File: src/hw/rtl/sprs_pkg.sv
// Shared types and constants for the session peak record store.
// No dependencies; imported by session_peak_record_store.
package sprs_pkg;

   // Command codes carried on the request side
   typedef enum logic {
      CMD_APPLY = 1'b0,
      CMD_CLEAR = 1'b1
   } cmd_type;

   localparam int unsigned SampleWidth  = 16;
   localparam int unsigned CountWidthOut = 4;

   // Request tuser, lowest bit first: command, start_session, sample_valid
   typedef struct packed {
      logic    sample_valid;
      logic    start_session;
      cmd_type command;
   } req_user_type;

   // Request tdata, lowest bits first: pack_current, cell_spread_mv
   typedef struct packed {
      logic        [SampleWidth-1:0] cell_spread_mv;
      logic signed [SampleWidth-1:0] pack_current;
   } req_data_type;

   // Response tdata, lowest bits first: record_count, peak_current,
   // peak_spread, zero padding to 40 bits
   typedef struct packed {
      logic        [3:0]             pad;
      logic        [SampleWidth-1:0] peak_spread;
      logic signed [SampleWidth-1:0] peak_current;
      logic        [CountWidthOut-1:0] record_count;
   } rsp_data_type;

   // Magnitude of a 16-bit two's complement value, full-scale negative
   // gives 32768
   function automatic logic [SampleWidth:0] magnitude(
      input logic [SampleWidth-1:0] value
   );
      logic [SampleWidth:0] ext;
      ext = {1'b0, value};
      if (value[SampleWidth-1]) begin
         return (SampleWidth+1)'(1 << SampleWidth) - ext;
      end
      return ext;
   endfunction

endpackage

File: src/hw/rtl/session_peak_record_store.sv
// Top level of the session peak record store.
// Depends on sprs_pkg for beat layouts, command codes and the magnitude helper.
//
// Usage:
//   The req_ channel carries one sample or command per beat. tuser selects
//   apply/clear and flags session start and sample validity; tdata holds
//   the pack current and cell spread. The rsp_ channel returns one beat per
//   request: changed flag in tuser, record count and the peak snapshots of
//   the newest record in tdata.
//   The result of a beat accepted at an edge is registered at that edge
//   and valid after it. Throughput is one beat per cycle while the receiver
//   takes each result; the update of the newest record (two compares and a
//   count step) is done combinationally between acceptance and the result register.
//   Only the newest record is ever visible on the result channel, so it is
//   held in flip-flops; dropping the oldest record when the store is full
//   amounts to holding the count at MAX_RECORDS.
//   Reset empties the store and ends any session; no sweep is needed and a
//   request can be taken in the first cycle after reset.
//   When the receiver stalls, the result is held and req_tready drops until
//   the held beat is taken.
module session_peak_record_store
   import sprs_pkg::*;
#(
   parameter int unsigned MAX_RECORDS = 8
) (
   input  logic        clock,
   input  logic        reset,
   // request channel
   input  logic        req_tvalid,
   output logic        req_tready,
   input  logic [31:0] req_tdata,   // pack_current[15:0], cell_spread_mv[31:16]
   input  logic [2:0]  req_tuser,   // command[0], start_session[1], sample_valid[2]
   // result channel
   output logic        rsp_tvalid,
   input  logic        rsp_tready,
   output logic [39:0] rsp_tdata,   // record_count[3:0], peak_current[19:4],
                                    // peak_spread[35:20], zero[39:36]
   output logic        rsp_tuser    // changed[0]
);

   localparam int unsigned CountWidth = $clog2(MAX_RECORDS + 1);
   localparam logic [CountWidth-1:0] MaxCount = CountWidth'(MAX_RECORDS);

   req_user_type req_user;
   req_data_type req_data;
   logic         accept;

   // session state and newest record
   logic [CountWidth-1:0]  held_ff, held_in;
   logic                   session_ff, session_in;
   logic [SampleWidth-1:0] top_cur_ff, top_cur_in;
   logic [SampleWidth-1:0] top_spread_ff, top_spread_in;

   // result register
   logic         rsp_valid_ff, rsp_valid_in;
   rsp_data_type rsp_data_ff, rsp_data_in;
   logic         rsp_changed_ff, rsp_changed_in;

   logic is_clear, do_sample, open_rec, upd_cur, upd_spread;

   assign req_user   = req_user_type'(req_tuser);
   assign req_data   = req_data_type'(req_tdata);
   assign req_tready = !rsp_valid_ff || rsp_tready;
   assign accept     = req_tvalid && req_tready;

   // decode of the beat and peak compares
   always_comb begin
      is_clear   = (req_user.command == CMD_CLEAR);
      do_sample  = !is_clear && req_user.sample_valid;
      open_rec   = do_sample &&
                   (req_user.start_session || !session_ff || (held_ff == '0));
      upd_cur    = do_sample && !open_rec &&
                   (magnitude(req_data.pack_current) > magnitude(top_cur_ff));
      upd_spread = do_sample && !open_rec &&
                   (req_data.cell_spread_mv > top_spread_ff);
   end

   // next state of the store
   always_comb begin
      held_in       = held_ff;
      session_in    = session_ff;
      top_cur_in    = top_cur_ff;
      top_spread_in = top_spread_ff;
      if (accept) begin
         priority if (is_clear) begin
            held_in    = '0;
            session_in = 1'b0;
         end else if (open_rec) begin
            // full store drops its oldest record, count stays at the limit
            held_in       = (held_ff >= MaxCount) ? MaxCount : held_ff + CountWidth'(1);
            session_in    = 1'b1;
            top_cur_in    = req_data.pack_current;
            top_spread_in = req_data.cell_spread_mv;
         end else begin
            if (upd_cur) begin
               top_cur_in = req_data.pack_current;
            end
            if (upd_spread) begin
               top_spread_in = req_data.cell_spread_mv;
            end
         end
      end
   end

   // result beat
   always_comb begin
      rsp_valid_in   = rsp_valid_ff && !rsp_tready;
      rsp_data_in    = rsp_data_ff;
      rsp_changed_in = rsp_changed_ff;
      if (accept) begin
         rsp_valid_in             = 1'b1;
         rsp_changed_in           = open_rec || upd_cur || upd_spread;
         rsp_data_in.pad          = '0;
         rsp_data_in.record_count = CountWidthOut'(held_in);
         if (held_in != '0) begin
            rsp_data_in.peak_current = top_cur_in;
            rsp_data_in.peak_spread  = top_spread_in;
         end else begin
            rsp_data_in.peak_current = '0;
            rsp_data_in.peak_spread  = '0;
         end
      end
   end

   // control registers
   always_ff @(posedge clock) begin
      if (reset) begin
         held_ff      <= '0;
         session_ff   <= 1'b0;
         rsp_valid_ff <= 1'b0;
      end else begin
         held_ff      <= held_in;
         session_ff   <= session_in;
         rsp_valid_ff <= rsp_valid_in;
      end
   end

   // payload registers
   always_ff @(posedge clock) begin
      top_cur_ff     <= top_cur_in;
      top_spread_ff  <= top_spread_in;
      rsp_data_ff    <= rsp_data_in;
      rsp_changed_ff <= rsp_changed_in;
   end

   assign rsp_tvalid = rsp_valid_ff;
   assign rsp_tdata  = rsp_data_ff;
   assign rsp_tuser  = rsp_changed_ff;

   // count never passes the store depth
   a_held_bound: assert property (@(posedge clock) disable iff (reset)
      held_ff <= MaxCount)
      else $error("record count beyond store depth");

   // a clear empties the store and ends the session
   a_clear: assert property (@(posedge clock) disable iff (reset)
      accept && is_clear |=> (held_ff == '0) && !session_ff)
      else $error("clear did not empty the store");

   // an opened record starts a session and leaves the store non-empty
   a_open: assert property (@(posedge clock) disable iff (reset)
      accept && open_rec |=> session_ff && (held_ff != '0) && rsp_changed_ff)
      else $error("record open not reflected in state");

   // every accepted beat yields a result beat
   a_result: assert property (@(posedge clock) disable iff (reset)
      accept |=> rsp_valid_ff)
      else $error("accepted beat produced no result");

endmodule

File: config.mk
export PLATFORM = sky130hd
export DESIGN_NAME = session_peak_record_store
export DESIGN_NICKNAME = d
export VERILOG_FILES = /design/src/hw/rtl/sprs_pkg.sv /design/src/hw/rtl/session_peak_record_store.sv
export SDC_FILE = /design/constraint.sdc
export NUM_CORES = 1
export LEC_CHECK = 0
export ABC_AREA = 1
export BUFFER_PORTS_ARGS = -buffer_cell sky130_fd_sc_hd__buf_4
export CELL_PAD_IN_SITES_DETAIL_PLACEMENT = 0
export CELL_PAD_IN_SITES_GLOBAL_PLACEMENT = 1
export CORE_MARGIN = 8
export CORE_UTILIZATION = 34
export CTS_CLUSTER_SIZE = 40
export DETAILED_ROUTE_END_ITERATION = 8
export PLACE_DENSITY_LB_ADDON = 0.08
export SETUP_SLACK_MARGIN = 0.2
export SLEW_MARGIN = 0
export SYNTH_ARGS = -nofsm -noshare
export SYNTH_HDL_FRONTEND = slang
export SYNTH_SLANG_ARGS = --single-unit
File: constraint.sdc
create_clock -name clock -period 3.4 [get_ports clock]
set_input_delay 0.34 -clock clock [delete_from_list [all_inputs] [get_ports clock]]
set_output_delay 0.34 -clock clock [all_outputs]
set_load 0.03 [all_outputs]
==> impl_results.rst, run 1 <==
.. list-table::
   :header-rows: 1

   * - Metric
     - Value
   * - Result of the run
     - complete, no violations
   * - TritonCTS clock tree
     - yes
   * - Critical path endpoint category
     - flip-flop
   * - DP Cell Count
     - 855
   * - Residual DRC
     - 0
   * - Placer congestion estimate
     - 0.819
   * - Worst hold-check slack
     - 0.220 ns
   * - Final core area utilization
     - 44.6%
   * - Area occupied by multi-input gates
     - 2430 um2
   * - Count of vias placed by the detailed router
     - 3830
   * - Power per cell area
     - 553 nW/um2
   * - CTS Buffer Depth
     - 2
   * - Sequential fraction of design power
     - 35.2%
   * - Fraction of registers with async set or reset after synthesis
     - 0%
   * - Row Count
     - 43
   * - Final hold viol count
     - 0
   * - Overall die height
     - 134 um
   * - Clock Skews
     - 0.00659 ns
   * - Count of unique library cells instantiated by Yosys
     - 33
   * - Biggest area consumer among synthesized cells
     - sky130_fd_sc_hd__edfxtp_1
   * - Initial antenna violation count
     - 0
   * - Top-level I/O count
     - 82
   * - Drt first-iter violations
     - 128
   * - Fillcell total
     - 1393
   * - Type of element launching the critical path
     - flip-flop
   * - Slew Limit Headroom
     - 9.48%
   * - MaxCap Viol Count
     - 0
   * - DIE AREA
     - 17900 um2
   * - Pin count of the biggest net entering global routing
     - 38
   * - First-pass GRT wire length
     - 18800 um
   * - Combined area of all synthesized cells
     - 4710 um2
   * - Switch Pwr
     - 1180 uW
   * - Fraction of power consumed by the clock network
     - 27.8%
   * - Final setup violation count
     - 0
   * - Number of vias per cell
     - 4.33
   * - RSZ-0062 raised after global routing
     - no
   * - Number of standard cells in the layout, taps in and fillers out
     - 885
   * - H-tree lvl count
     - 3
   * - Minimum period implied by the final worst setup slack
     - 3.05 ns
   * - Class of the tightest hold or removal check
     - input pin to flip-flop
   * - Dominant synthesized flop cell
     - sky130_fd_sc_hd__dfxtp_1
   * - Effective utilization at floorplan
     - 34.3%
   * - Standby leakage power
     - 0.00316 uW
   * - WL/cell
     - 13.0 um
   * - EDFF count, synth
     - 37
   * - Die X-Extent
     - 134 um
   * - Number of port buffers
     - 77
   * - Critical Path AT
     - 3.11 ns
   * - Top-area cell type share of the netlist area
     - 23.6%
   * - Max-slew violation total from the final report
     - 0
   * - Via count of the first global-routing pass
     - 3869
   * - Share of final-layout standard cells stronger than drive strength 1
     - 31.1%
   * - Ranking of synthesized cells by instance count
     - 127 x sky130_fd_sc_hd__inv_1, 119 x sky130_fd_sc_hd__nand2_1, 42 x sky130_fd_sc_hd__nand3_1
   * - Clock transition at path regs
     - 0.06 ns
   * - Switching fraction of total power
     - 35.0%
   * - Area delta synth->final
     - 29.9%
   * - Root Driver
     - sky130_fd_sc_hd__clkbuf_16
   * - Post-CTS Hold Buffers
     - 0
   * - Setup CP Type
     - flip-flop to flip-flop
   * - Combinational cell fraction of total power
     - 37.0%
   * - Post-synthesis instance total
     - 601
   * - #FFs+latches synth
     - 75
   * - Post-synthesis sequential area ratio
     - 39.7%
   * - Internal power
     - 2200 uW
   * - Synth top area cells
     - sky130_fd_sc_hd__edfxtp_1 24%, sky130_fd_sc_hd__dfxtp_1 16%, sky130_fd_sc_hd__inv_1 10%, sky130_fd_sc_hd__ha_1 9.8%, sky130_fd_sc_hd__nand2_1 9.5%
   * - Peak supply drop
     - 216 uV
   * - Count of clock tree sinks
     - 75
   * - Placeable Area
     - 13700 um2
   * - Final period util
     - 89.7%
   * - Highest clock rate
     - 0.328 GHz
   * - Drt pass-1 iters
     - 4
   * - Total CTS buffers
     - 9
   * - Routed WL
     - 11500 um
   * - Remaining Overflow, GRT
     - 0
   * - DRT antenna net count
     - 0
   * - HPWL reported at the end of detailed placement
     - 8640 um
   * - Syn Area/Cell
     - 7.84 um2
   * - Fin nets
     - 776
   * - Worst Tran Pin Value
     - 1.36 ns
   * - Flip-flop and latch area
     - 1880 um2
   * - Worst-path fanout max
     - 6
   * - Clock insertion delay at the later pin of the skew report
     - 0.33 ns
   * - Most used standard cell by instance count after synthesis
     - sky130_fd_sc_hd__inv_1
   * - Data required time of the worst path
     - 3.46 ns
   * - Design Power
     - 3380 uW
   * - Yosys warning count
     - 0
   * - Total routing usage reported by global routing
     - 13.1%
   * - Diode count
     - 0
[registers in the layout, summed over array words and instances, names as in the netlist]
signal and count:
top_cur_ff 16, top_spread_ff 16, held_ff 4, rsp_tvalid 1, session_ff 1, rsp_tdata 36
rsp_tuser 1
[metrics by stage]
stage	worst slack, ns	instance area, um2	setup TNS [ns]
finish	0.351	6120	0
global route	0.149	6120	0
CTS	0.225	5790	0
detailed placement	-0.127	5490	-1.62
global placement	0.00912	5490	0
floorplan	0.456	4720	0
[cells in the final DEF (no fill, tap or decap), types with 3 or more instances in the layout]
cell,netlist,final
sky130_fd_sc_hd__nand3_2,1,5
sky130_fd_sc_hd__clkbuf_1,3,4
sky130_fd_sc_hd__nand2_4,5,4
sky130_fd_sc_hd__nand3_1,42,38
sky130_fd_sc_hd__a21o_1,3,3
sky130_fd_sc_hd__xor2_1,25,23
sky130_fd_sc_hd__nor2_4,2,3
sky130_fd_sc_hd__dfxtp_1,38,34
sky130_fd_sc_hd__a21oi_2,0,3
sky130_fd_sc_hd__buf_4,6,95
sky130_fd_sc_hd__nor3_1,6,4
sky130_fd_sc_hd__nor2_1,40,38
sky130_fd_sc_hd__ha_4,0,4
sky130_fd_sc_hd__inv_2,7,11
sky130_fd_sc_hd__edfxtp_1,37,37
sky130_fd_sc_hd__ha_1,37,33
sky130_fd_sc_hd__a21oi_1,16,13
sky130_fd_sc_hd__nand2_8,0,3
sky130_fd_sc_hd__nor2_2,27,28
sky130_fd_sc_hd__clkbuf_16,0,10
sky130_fd_sc_hd__inv_1,127,121
sky130_fd_sc_hd__nand2_2,24,32
sky130_fd_sc_hd__o21ai_0,10,8
sky130_fd_sc_hd__nand2_1,119,110
sky130_fd_sc_hd__nand3b_1,3,3
sky130_fd_sc_hd__o21ai_1,3,3
sky130_fd_sc_hd__a31oi_1,3,3
sky130_fd_sc_hd__dfxtp_2,0,3
sky130_fd_sc_hd__conb_1,2,6
[metal layers]
layer	wire length, um	vias up	track usage [%]
met5	0	-	0
met4	181	0	5.05
met3	468	16	2.94
met2	5570	68	21.9
met1	5330	1710	15.9
li1	-	2036	-
[worst max-delay path: stages (launching register included)]
cell	delay, ns
sky130_fd_sc_hd__dfxtp_2	0.34
sky130_fd_sc_hd__inv_2	0.09
sky130_fd_sc_hd__ha_4	0.14
sky130_fd_sc_hd__nand2_2	0.07
sky130_fd_sc_hd__nor2_4	0.10
sky130_fd_sc_hd__nand2_2	0.08
sky130_fd_sc_hd__o21ai_4	0.20
sky130_fd_sc_hd__buf_6	0.13
sky130_fd_sc_hd__xor2_2	0.12
sky130_fd_sc_hd__inv_1	0.08
sky130_fd_sc_hd__ha_4	0.28
sky130_fd_sc_hd__nand2_2	0.07
sky130_fd_sc_hd__nor2_4	0.11
sky130_fd_sc_hd__nand3_2	0.08
sky130_fd_sc_hd__nor2_1	0.10
sky130_fd_sc_hd__nor2_1	0.05
sky130_fd_sc_hd__nand2_1	0.07
sky130_fd_sc_hd__nand2_2	0.10
sky130_fd_sc_hd__nand2_8	0.13
sky130_fd_sc_hd__buf_12	0.13
sky130_fd_sc_hd__nand3_1	0.09
sky130_fd_sc_hd__nand2_1	0.15
sky130_fd_sc_hd__nor2_1	0.04
[final cells by class]
| cell class | instances | area share, % |
|---|---|---|
| Multi-Input combinational cell | 380 | 39.7 |
| Sequential cell | 75 | 30.7 |
| Timing Repair Buffer | 99 | 12.8 |
| Inverter | 135 | 8.41 |
| Clock buffer | 14 | 4.15 |
| Tap cell | 180 | 3.68 |
| Clock inverter | 2 | 0.573 |
[power by group through the flow]
stage               sequential [uW]  clock [uW]  combinational (uW)
floorplan                      1270           0                 744
global placement               1200           0                1090
detailed placement             1200           0                1110
CTS                            1180         968                1120
global route                   1210        1000                1440
finish                         1190         939                1250
[worst paths after layout]
path,cells past startpoint,slack [ns],start,to
worst max register to register,22,0.35,top_cur_ff[1]$_DFF_P_,rsp_tdata[8]$_SDFFCE_PN0P_
worst max-delay path,22,0.35,top_cur_ff[1]$_DFF_P_,rsp_tdata[8]$_SDFFCE_PN0P_
worst min-delay path,2,0.22,reset,rsp_tvalid$_SDFF_PP0_
worst min register to register,2,0.47,session_ff$_SDFFE_PP0P_,session_ff$_SDFFE_PP0P_
[cell families after synthesis]
family | after synthesis | synth area share, %
and+or+nand+nor | 274 | 27.9
buffers and inverters | 151 | 13.4
DFF | 75 | 39.7
AOI/OAI and AO/OA | 37 | 4.28
adders and majority gates | 37 | 9.83
xor gates and xnor gates | 25 | 4.65
other | 2 | 0.159
[timing repair]
item | 4_1_cts | 5_1_grt
pin swaps | 0 | 26
setup buffers | 0 | 12
gates cloned | 0 | 2
endpoints found under the setup margin | 16 | 32
gates resized for setup | 2 | 50
No activity file was read; power rests on OpenSTA's default activity.
==> run 2, diff against run 1 <==
CORE_MARGIN = 5   (was 8)
CTS_BUF_LIST = sky130_fd_sc_hd__clkbuf_4   (was default)
==> run 2 against run 1 <==
Final cell count down 0.23%. Routed wire length fell by 0.65%. Fmax decreased by 2.0%. Setup slack lost 0.061 ns. First-iteration DRC count rose by 8.6%. Count of clock-buffer cells in the layout shrank 3. Register-to-register slack got worse by 0.06 ns. Sequential cell count did not move. Non-clock buffer count decreased by 2. Critical endpoint is now rsp_tdata[19]$_SDFFCE_PN0P_.
==> impl_results.rst, run 2 (synthesized netlist as in run 1, its figures left out) <==
.. list-table::
   :header-rows: 1

   * - Metric
     - Value
   * - Result of the run
     - complete, no violations
   * - Root Driver
     - sky130_fd_sc_hd__clkbuf_4
   * - Top-level I/O count
     - 82 (unchanged)
   * - Max FFs per register
     - 36 (unchanged)
   * - Worst-path fanout max
     - 5 (-1)
   * - Standby leakage power
     - 0.00311 uW (-1.8%)
   * - Drt first-iter violations
     - 139 (+8.6%)
   * - Number of standard cells in the layout, taps in and fillers out
     - 883 (-0.23%)
   * - First-pass GRT wire length
     - 18800 um (-0.37%)
   * - Setup CP Type
     - flip-flop to flip-flop
   * - Total CTS buffers
     - 9 (unchanged)
   * - Remaining Overflow, GRT
     - 0 (unchanged)
   * - End of the worst register-to-register path
     - rsp_tdata[19]$_SDFFCE_PN0P_
   * - Leading cell type in the layout, fill and taps excluded
     - sky130_fd_sc_hd__inv_1
   * - Worst Tran Pin Value
     - 1.32 ns (-0.0313 ns)
   * - Data required time of the worst path
     - 3.57 ns (+0.11 ns)
   * - WL/cell
     - 13.0 um (-0.42%)
   * - Total routing usage reported by global routing
     - 14.3% (+1.3 points)
   * - Fillcell total
     - 1444 (+3.7%)
   * - TritonCTS clock tree
     - yes
   * - DP Cell Count
     - 856 (+0.12%)
   * - HPWL reported at the end of detailed placement
     - 8520 um (-1.5%)
   * - Worst hold path startpoint
     - reset
   * - Final hold viol count
     - 0 (unchanged)
   * - Number of port buffers
     - 77 (unchanged)
   * - Number of cell instances on the worst register-to-register path
     - 22 (unchanged)
   * - Minimum period implied by the final worst setup slack
     - 3.11 ns (+0.0610 ns)
   * - Power per cell area
     - 522 nW/um2 (-5.6%)
   * - Diode count
     - 0 (unchanged)
   * - Design Power
     - 3110 uW (-8.2%)
   * - Switching fraction of total power
     - 36.3% (+1.3 points)
   * - Flip-flop and latch area
     - 1880 um2 (about the same)
   * - Most frequent cells in the layout
     - 123 x sky130_fd_sc_hd__inv_1, 110 x sky130_fd_sc_hd__nand2_1, 93 x sky130_fd_sc_hd__buf_4
   * - Placeable Area
     - 13700 um2 (unchanged)
   * - Peak supply drop
     - 275 uV (+27%)
   * - DIE AREA
     - 16300 um2 (-8.8%)
   * - Clock insertion delay at the later pin of the skew report
     - 0.41 ns (+0.08 ns)
   * - Min-Delay Path Depth
     - 2 (unchanged)
   * - H-tree lvl count
     - 3 (unchanged)
   * - Switch Pwr
     - 1130 uW (-4.8%)
   * - Post-route cell area
     - 5950 um2 (-2.7%)
   * - Clock transition at path regs
     - 0.13 ns (+0.07 ns)
   * - RSZ-0062 raised after global routing
     - yes
   * - Max-slew violation total from the final report
     - 0 (unchanged)
   * - Via count of the first global-routing pass
     - 3890 (+0.54%)
   * - Effective utilization at floorplan
     - 34.3% (unchanged)
   * - Pin count of the biggest net entering global routing
     - 38 (unchanged)
   * - CTS Buffer Depth
     - 2 (unchanged)
   * - Placer congestion estimate
     - 0.784 (-4.2%)
   * - Number of vias per cell
     - 4.33 (about the same)
   * - Area occupied by multi-input gates
     - 2380 um2 (-2.0%)
   * - Overall die height
     - 128 um (-4.5%)
   * - Area delta synth->final
     - 26.3%
   * - Row Count
     - 43 (unchanged)
   * - Minimum setup slack in the final design
     - 0.290 ns (-0.0610 ns)
   * - Count of clock tree sinks
     - 75 (unchanged)
   * - Sequential fraction of design power
     - 38.3% (+3.1 points)
   * - Type of element launching the critical path
     - flip-flop
   * - Aggregate negative setup slack
     - 0 ns (unchanged)
   * - Final period util
     - 91.5% (+1.8 points)
   * - Share of final-layout standard cells stronger than drive strength 1
     - 29.7% (-1.3 points)
   * - Final setup violation count
     - 0 (unchanged)
   * - Die X-Extent
     - 128 um (-4.5%)
   * - Capture endpoint of the worst hold path
     - held_ff[2]$_SDFF_PP0_
   * - Drt pass-1 iters
     - 4 (unchanged)
   * - Placement-stage cell area
     - 5490 um2 (+0.14%)
   * - Routed WL
     - 11500 um (-0.65%)
   * - Class of the tightest hold or removal check
     - input pin to flip-flop
   * - Fin nets
     - 774 (-0.26%)
   * - Worst setup path startpoint
     - top_cur_ff[0]$_DFF_P_
   * - Critical path endpoint category
     - flip-flop
   * - Reg-to-reg setup timing slack
     - 0.29 ns (-0.06 ns)
   * - Fraction of power consumed by the clock network
     - 22.5% (-5.3 points)
   * - DRT antenna net count
     - 0 (unchanged)
   * - Worst slack at placement
     - -0.0602 ns (+0.0666 ns)
   * - Initial antenna violation count
     - 0 (unchanged)
   * - Startpoint of the worst-slack reg-to-reg timing path
     - top_cur_ff[0]$_DFF_P_
   * - Critical Path AT
     - 3.28 ns (+0.17 ns)
   * - Highest clock rate
     - 0.322 GHz (-2.0%)
   * - Slew Limit Headroom
     - 11.6% (+2.1 points)
   * - Internal power
     - 1980 uW (-10%)
   * - Clock Skews
     - 0.0152 ns (+0.00862 ns)
   * - Combinational cell fraction of total power
     - 39.2% (+2.2 points)
   * - Post-CTS Hold Buffers
     - 0 (unchanged)
   * - MaxCap Viol Count
     - 0 (unchanged)
   * - Residual DRC
     - 0 (unchanged)
   * - Count of vias placed by the detailed router
     - 3825 (-0.13%)
run 2: changes by cell type in the layout (fill, tap and decap cells not counted), moves of 3 or more:
cell / change
sky130_fd_sc_hd__nand2_2: -3
sky130_fd_sc_hd__nand3_2: -3
sky130_fd_sc_hd__clkbuf_4: +11
sky130_fd_sc_hd__clkbuf_1: -4
sky130_fd_sc_hd__nand3_1: +3
sky130_fd_sc_hd__clkbuf_16: -9
sky130_fd_sc_hd__nand2_4: +3
run 2: power by group through the flow:
stage	registers [uW]	logic (uW)	clock network [uW]
after floorplan	1270	744	0
after detailed placement	1200	1110	0
after CTS	1180	1110	731
after global routing	1210	1400	770
final	1190	1220	699
after global placement	1200	1090	0
run 2: layout make-up:
class                           instances  share of cell area (%)
Timing Repair Buffer                   97                    12.9
Clock inverter                          5                    1.70
Multi-Input combinational cell        380                    40.0
Inverter                              135                    8.62
Sequential cell                        75                    31.6
Clock buffer                           11                    1.39
Tap cell                              180                    3.79
run 2: worst max-delay path by stage:
stage | to | cells past startpoint | slack (ns)
2_1_floorplan | rsp_tdata[10]$_SDFFCE_PN0P_ | 25 | 0.46
3_3_place_gp | rsp_tdata[4]$_SDFFCE_PN0P_ | 25 | 0.03
3_5_place_dp | rsp_tdata[19]$_SDFFCE_PN0P_ | 25 | -0.06
4_1_cts | rsp_tdata[11]$_SDFFCE_PN0P_ | 21 | 0.20
5_1_grt | rsp_tdata[10]$_SDFFCE_PN0P_ | 22 | 0.12
6_report | rsp_tdata[19]$_SDFFCE_PN0P_ | 22 | 0.29
run 2: worst max-delay path, cell delays in order, from the launching register on:
cell and delay (ns):
sky130_fd_sc_hd__dfxtp_4 0.39, sky130_fd_sc_hd__inv_4 0.06, sky130_fd_sc_hd__ha_4 0.14, sky130_fd_sc_hd__nand2_2 0.06, sky130_fd_sc_hd__nor2_2 0.12, sky130_fd_sc_hd__nand2_2 0.08
sky130_fd_sc_hd__o21ai_2 0.20, sky130_fd_sc_hd__buf_4 0.14, sky130_fd_sc_hd__xor2_1 0.15, sky130_fd_sc_hd__inv_1 0.10, sky130_fd_sc_hd__ha_4 0.28, sky130_fd_sc_hd__nand2_2 0.07
sky130_fd_sc_hd__nor2_4 0.10, sky130_fd_sc_hd__nand3_2 0.09, sky130_fd_sc_hd__nor2_2 0.11, sky130_fd_sc_hd__nor2_1 0.04, sky130_fd_sc_hd__nand2_1 0.07, sky130_fd_sc_hd__nand2_2 0.10
sky130_fd_sc_hd__nand2_8 0.14, sky130_fd_sc_hd__clkbuf_16 0.16, sky130_fd_sc_hd__nand3_1 0.09, sky130_fd_sc_hd__nand2_2 0.14, sky130_fd_sc_hd__nor2_2 0.04
run 2: layer usage:
metal,wire length [um],vias to the layer above,global-route usage (%)
met5,0,-,0
met4,93,0,3.87
met3,565,6,3.33
met2,5630,62,24.1
met1,5190,1724,18.6
li1,-,2033,-
run 2: per-stage QoR:
stage	hold WS [ns]	util [%]
after global placement	0.453	40.0
final	0.128	43.4
after detailed placement	0.456	40.0
after CTS	0.0928	41.4
after floorplan	0.409	-
after global routing	0.0877	43.4
run 2: timing repair:
action,4_1_cts,5_1_grt
buffers inserted,0,9
gates cloned,0,2
endpoints found under the setup margin,16,32
pin swaps,0,31
resized for setup,1,43
==> run 3, diff against run 2 <==
ABC_AREA = default   (was 1)
==> run 3 against run 2 <==
Register-to-register slack got worse by 0.24 ns. Fmax shrank 7.3%. Global-route usage grew 4.1 points. Critical path depth shrank 8. Largest cell class unchanged.
==> impl_results.rst, run 3 <==
.. list-table::
   :header-rows: 1

   * - Metric
     - Value
   * - Critical Path AT
     - 3.63 ns (+0.35 ns)
   * - Top-level I/O count
     - 82 (unchanged)
   * - Placeable Area
     - 14400 um2 (+4.7%)
   * - HPWL reported at the end of detailed placement
     - 10800 um (+27%)
   * - Worst hold path startpoint
     - reset
   * - Most frequent cells in the layout
     - 106 x sky130_fd_sc_hd__buf_4, 53 x sky130_fd_sc_hd__a21oi_1, 51 x sky130_fd_sc_hd__nand2_1
   * - Share of final-layout standard cells stronger than drive strength 1
     - 27.3% (-2.4 points)
   * - Worst slack at placement
     - -0.0918 ns (-0.0316 ns)
   * - Count of unique library cells instantiated by Yosys
     - 54 (+64%)
   * - Post-CTS Hold Buffers
     - 0 (unchanged)
   * - Worst-path fanout max
     - 5 (unchanged)
   * - Delay of the slowest cell on the worst path
     - 0.45 ns (+0.06 ns)
   * - Most used standard cell by instance count after synthesis
     - sky130_fd_sc_hd__a21oi_1
   * - Critical path endpoint category
     - flip-flop
   * - Post-route cell area
     - 6270 um2 (+5.3%)
   * - Final period util
     - 98.6% (+7.2 points)
   * - Syn Area/Cell
     - 8.96 um2 (+14%)
   * - Startpoint of the worst-slack reg-to-reg timing path
     - top_cur_ff[0]$_DFF_P_
   * - Total routing usage reported by global routing
     - 18.4% (+4.1 points)
   * - End of the worst register-to-register path
     - rsp_tdata[14]$_SDFFCE_PN0P_
   * - Worst hold-check slack
     - 0.101 ns (-0.0269 ns)
   * - Clock transition at path regs
     - 0.13 ns (about the same)
   * - DIE AREA
     - 17000 um2 (+4.4%)
   * - Main combinational cell family by area after synthesis
     - compound AO/OA/AOI/OAI gates
   * - Minimum period implied by the final worst setup slack
     - 3.35 ns (+0.244 ns)
   * - Final core area utilization
     - 43.6% (+0.25 points)
   * - H-tree lvl count
     - 3 (unchanged)
   * - Top-area cell type share of the netlist area
     - 22.5% (-1.1 points)
   * - Dominant synthesized flop cell
     - sky130_fd_sc_hd__dfxtp_1
   * - Pin count of the biggest net entering global routing
     - 38 (unchanged)
   * - Final hold viol count
     - 0 (unchanged)
   * - Setup CP Type
     - flip-flop to flip-flop
   * - Peak supply drop
     - 210 uV (-24%)
   * - Via count of the first global-routing pass
     - 4678 (+20%)
   * - Post-synthesis share of cell area spent on and, or, nand and nor gates
     - 12.3% (-16 points)
   * - Type of element launching the critical path
     - flip-flop
   * - Area delta synth->final
     - 26.9%
   * - Post-synthesis sequential area ratio
     - 37.9% (-1.8 points)
   * - Result of the run
     - complete, no violations
   * - Class of the tightest hold or removal check
     - input pin to flip-flop
   * - Max-slew violation total from the final report
     - 0 (unchanged)
   * - Count of clock tree sinks
     - 75 (unchanged)
   * - Drt first-iter violations
     - 206 (+48%)
   * - Clock Skews
     - 0.0107 ns (-0.00453 ns)
   * - DRT antenna net count
     - 0 (unchanged)
   * - Yosys warning count
     - 0 (unchanged)
   * - Max FFs per register
     - 36 (unchanged)
   * - Data required time of the worst path
     - 3.68 ns (+0.11 ns)
   * - MaxCap Viol Count
     - 0 (unchanged)
   * - Count of vias placed by the detailed router
     - 4626 (+21%)
   * - Share of the synthesized area in compound gates (AO/OA/AOI/OAI)
     - 28.8% (+25 points)
   * - EDFF count, synth
     - 37 (unchanged)
   * - Clock insertion delay at the later pin of the skew report
     - 0.44 ns (+0.03 ns)
   * - Ranking of synthesized cells by instance count
     - 67 x sky130_fd_sc_hd__a21oi_1, 51 x sky130_fd_sc_hd__nand2_1, 38 x sky130_fd_sc_hd__dfxtp_1, 38 x sky130_fd_sc_hd__inv_1
   * - RSZ-0062 raised after global routing
     - yes
   * - Drt pass-1 iters
     - 5 (+1)
   * - TritonCTS clock tree
     - yes
   * - Combined area of all synthesized cells
     - 4940 um2 (+4.8%)
   * - Synth top area cells
     - sky130_fd_sc_hd__edfxtp_1 23%, sky130_fd_sc_hd__dfxtp_1 15%, sky130_fd_sc_hd__ha_1 9.4%, sky130_fd_sc_hd__a21oi_1 6.8%, sky130_fd_sc_hd__xnor2_1 4.6%
   * - Slew Limit Headroom
     - 35.6% (+24 points)
   * - Root Driver
     - sky130_fd_sc_hd__clkbuf_4
   * - CTS Buffer Depth
     - 2 (unchanged)
   * - Number of cell instances on the worst register-to-register path
     - 14 (-36%)
   * - Area share of xor/xnor cells in the synthesized design
     - 4.61% (-0.036 points)
   * - Multiplexer fraction of the synthesized cell area
     - 0.203% (+0.20 points)
   * - Leading cell type in the layout, fill and taps excluded
     - sky130_fd_sc_hd__buf_4
   * - Placer congestion estimate
     - 0.841 (+7.2%)
   * - Min-Delay Path Depth
     - 2 (unchanged)
   * - Post-synthesis instance total
     - 551 (-8.3%)
   * - Remaining Overflow, GRT
     - 0 (unchanged)
   * - Fin nets
     - 722 (-6.7%)
   * - #FFs+latches synth
     - 75 (unchanged)
   * - Routed WL
     - 16000 um (+39%)
   * - Reg-to-reg setup timing slack
     - 0.05 ns (-0.24 ns)
   * - Worst Tran Pin Value
     - 0.956 ns (-0.369 ns)
   * - Initial antenna violation count
     - 1 (+1)
   * - First-pass GRT wire length
     - 24500 um (+30%)
   * - WL/cell
     - 19.1 um (+47%)
   * - Capture endpoint of the worst hold path
     - held_ff[0]$_SDFF_PP0_
   * - Highest clock rate
     - 0.298 GHz (-7.3%)
   * - Biggest area consumer among synthesized cells
     - sky130_fd_sc_hd__edfxtp_1
   * - Number of vias per cell
     - 5.53 (+28%)
   * - Placement-stage cell area
     - 5800 um2 (+5.6%)
   * - Final setup violation count
     - 0 (unchanged)
   * - Standby leakage power
     - 0.00263 uW (-15%)
   * - Series of cell instances along the critical path
     - inv_2 > nand4_1 > or4_4 > or3_4 > nand4b_1 > ha_4 > nand4_1 > nor2_1 > buf_4 > o31a_1 > buf_4 > buf_4 > o211ai_1 > a21oi_2
   * - Residual DRC
     - 0 (unchanged)
   * - Adder and majority gate portion of the synthesized area
     - 9.38% (-0.45 points)
   * - Minimum setup slack in the final design
     - 0.0463 ns (-0.244 ns)
   * - Overall die height
     - 130 um (+2.2%)
   * - Total CTS buffers
     - 9 (unchanged)
   * - Fraction of registers with async set or reset after synthesis
     - 0% (unchanged)
   * - Effective utilization at floorplan
     - 34.4% (about the same)
   * - Most frequent CP cell
     - sky130_fd_sc_hd__buf_4
   * - Row Count
     - 44 (+2.3%)
   * - Power per cell area
     - 492 nW/um2 (-5.8%)
   * - Cell type of the slowest stage on the worst timing path
     - sky130_fd_sc_hd__or4_4
   * - Die X-Extent
     - 130 um (+2.2%)
   * - Number of port buffers
     - 77 (unchanged)
[run 3: logic make-up (layout without fill, tap and decap cells)]
group	count (synthesis)	count (layout)
AOI/OAI and AO/OA	212	213
and+or+nand+nor	124	124
DFF	75	75
buffers and inverters	74	169
adders and majority gates	37	37
xor gates and xnor gates	26	26
other	2	7
muxes	1	1
[run 3: timing repair]
item | in CTS | in global routing
pin swaps | 15 | 13
setup buffers | 4 | 2
endpoints found under the setup margin | 33 | 49
gates cloned | 3 | 2
gates resized for setup | 14 | 47
[run 3: power breakdown]
part / internal, uW / switching [uW] / total, uW
Combinational: 526 / 750 / 1280
Sequential: 1060 / 95.0 / 1150
Clock: 314 / 339 / 653
Total: 1900 / 1180 / 3080
[run 3: critical path: cells and delay by family, from the launching register on]
kind | cells | cell delay [ns]
flip-flops | 1 | 0.35
buffers and inverters | 4 | 0.48
AND/OR/NAND/NOR | 6 | 1.48
AO/OA/AOI/OAI | 3 | 0.51
adder cells (fa/ha/maj) | 1 | 0.37
[run 3: layout make-up]
cell class | count | area, um2
fill | 1438 | 8100
multi-input combinational | 407 | 2950
sequential | 75 | 1870
timing repair buffer | 114 | 905
tap | 184 | 230
inverter | 39 | 146
clock buffer | 11 | 82.6
clock inverter | 5 | 78.8
antenna | 1 | 2.50
[run 3: how the worst max path moves through the flow]
stage | start | to | slack (ns) | cells past startpoint
global placement | top_cur_ff[0]$_DFF_P_ | rsp_tdata[10]$_SDFFCE_PN0P_ | -0.08 | 13
CTS | top_cur_ff[0]$_DFF_P_ | rsp_tdata[14]$_SDFFCE_PN0P_ | 0.02 | 12
finish | top_cur_ff[0]$_DFF_P_ | rsp_tdata[14]$_SDFFCE_PN0P_ | 0.05 | 14
detailed placement | top_cur_ff[0]$_DFF_P_ | rsp_tdata[10]$_SDFFCE_PN0P_ | -0.09 | 12
floorplan | top_cur_ff[0]$_DFF_P_ | rsp_tdata[10]$_SDFFCE_PN0P_ | 0.22 | 14
global route | top_cur_ff[1]$_DFF_P_ | rsp_tdata[10]$_SDFFCE_PN0P_ | -0.1 | 15
[run 3: per-stage QoR]
stage,TNS [ns],power (uW),std cells
final,0,3080,836
after global routing,-0.666,3300,836
after CTS,0,3020,831
after detailed placement,-0.340,2290,808
after global placement,-0.115,2280,808
after floorplan,0,1920,555
[run 3: routing by layer]
| layer | GRT usage [%] | vias up | share of wire [%] |
|---|---|---|---|
| li1 | - | 2271 | - |
| met1 | 22.5 | 2202 | 42 |
| met2 | 31.8 | 127 | 50 |
| met3 | 3.62 | 26 | 5.0 |
| met4 | 7.26 | 0 | 2.4 |
| met5 | 0 | - | 0 |
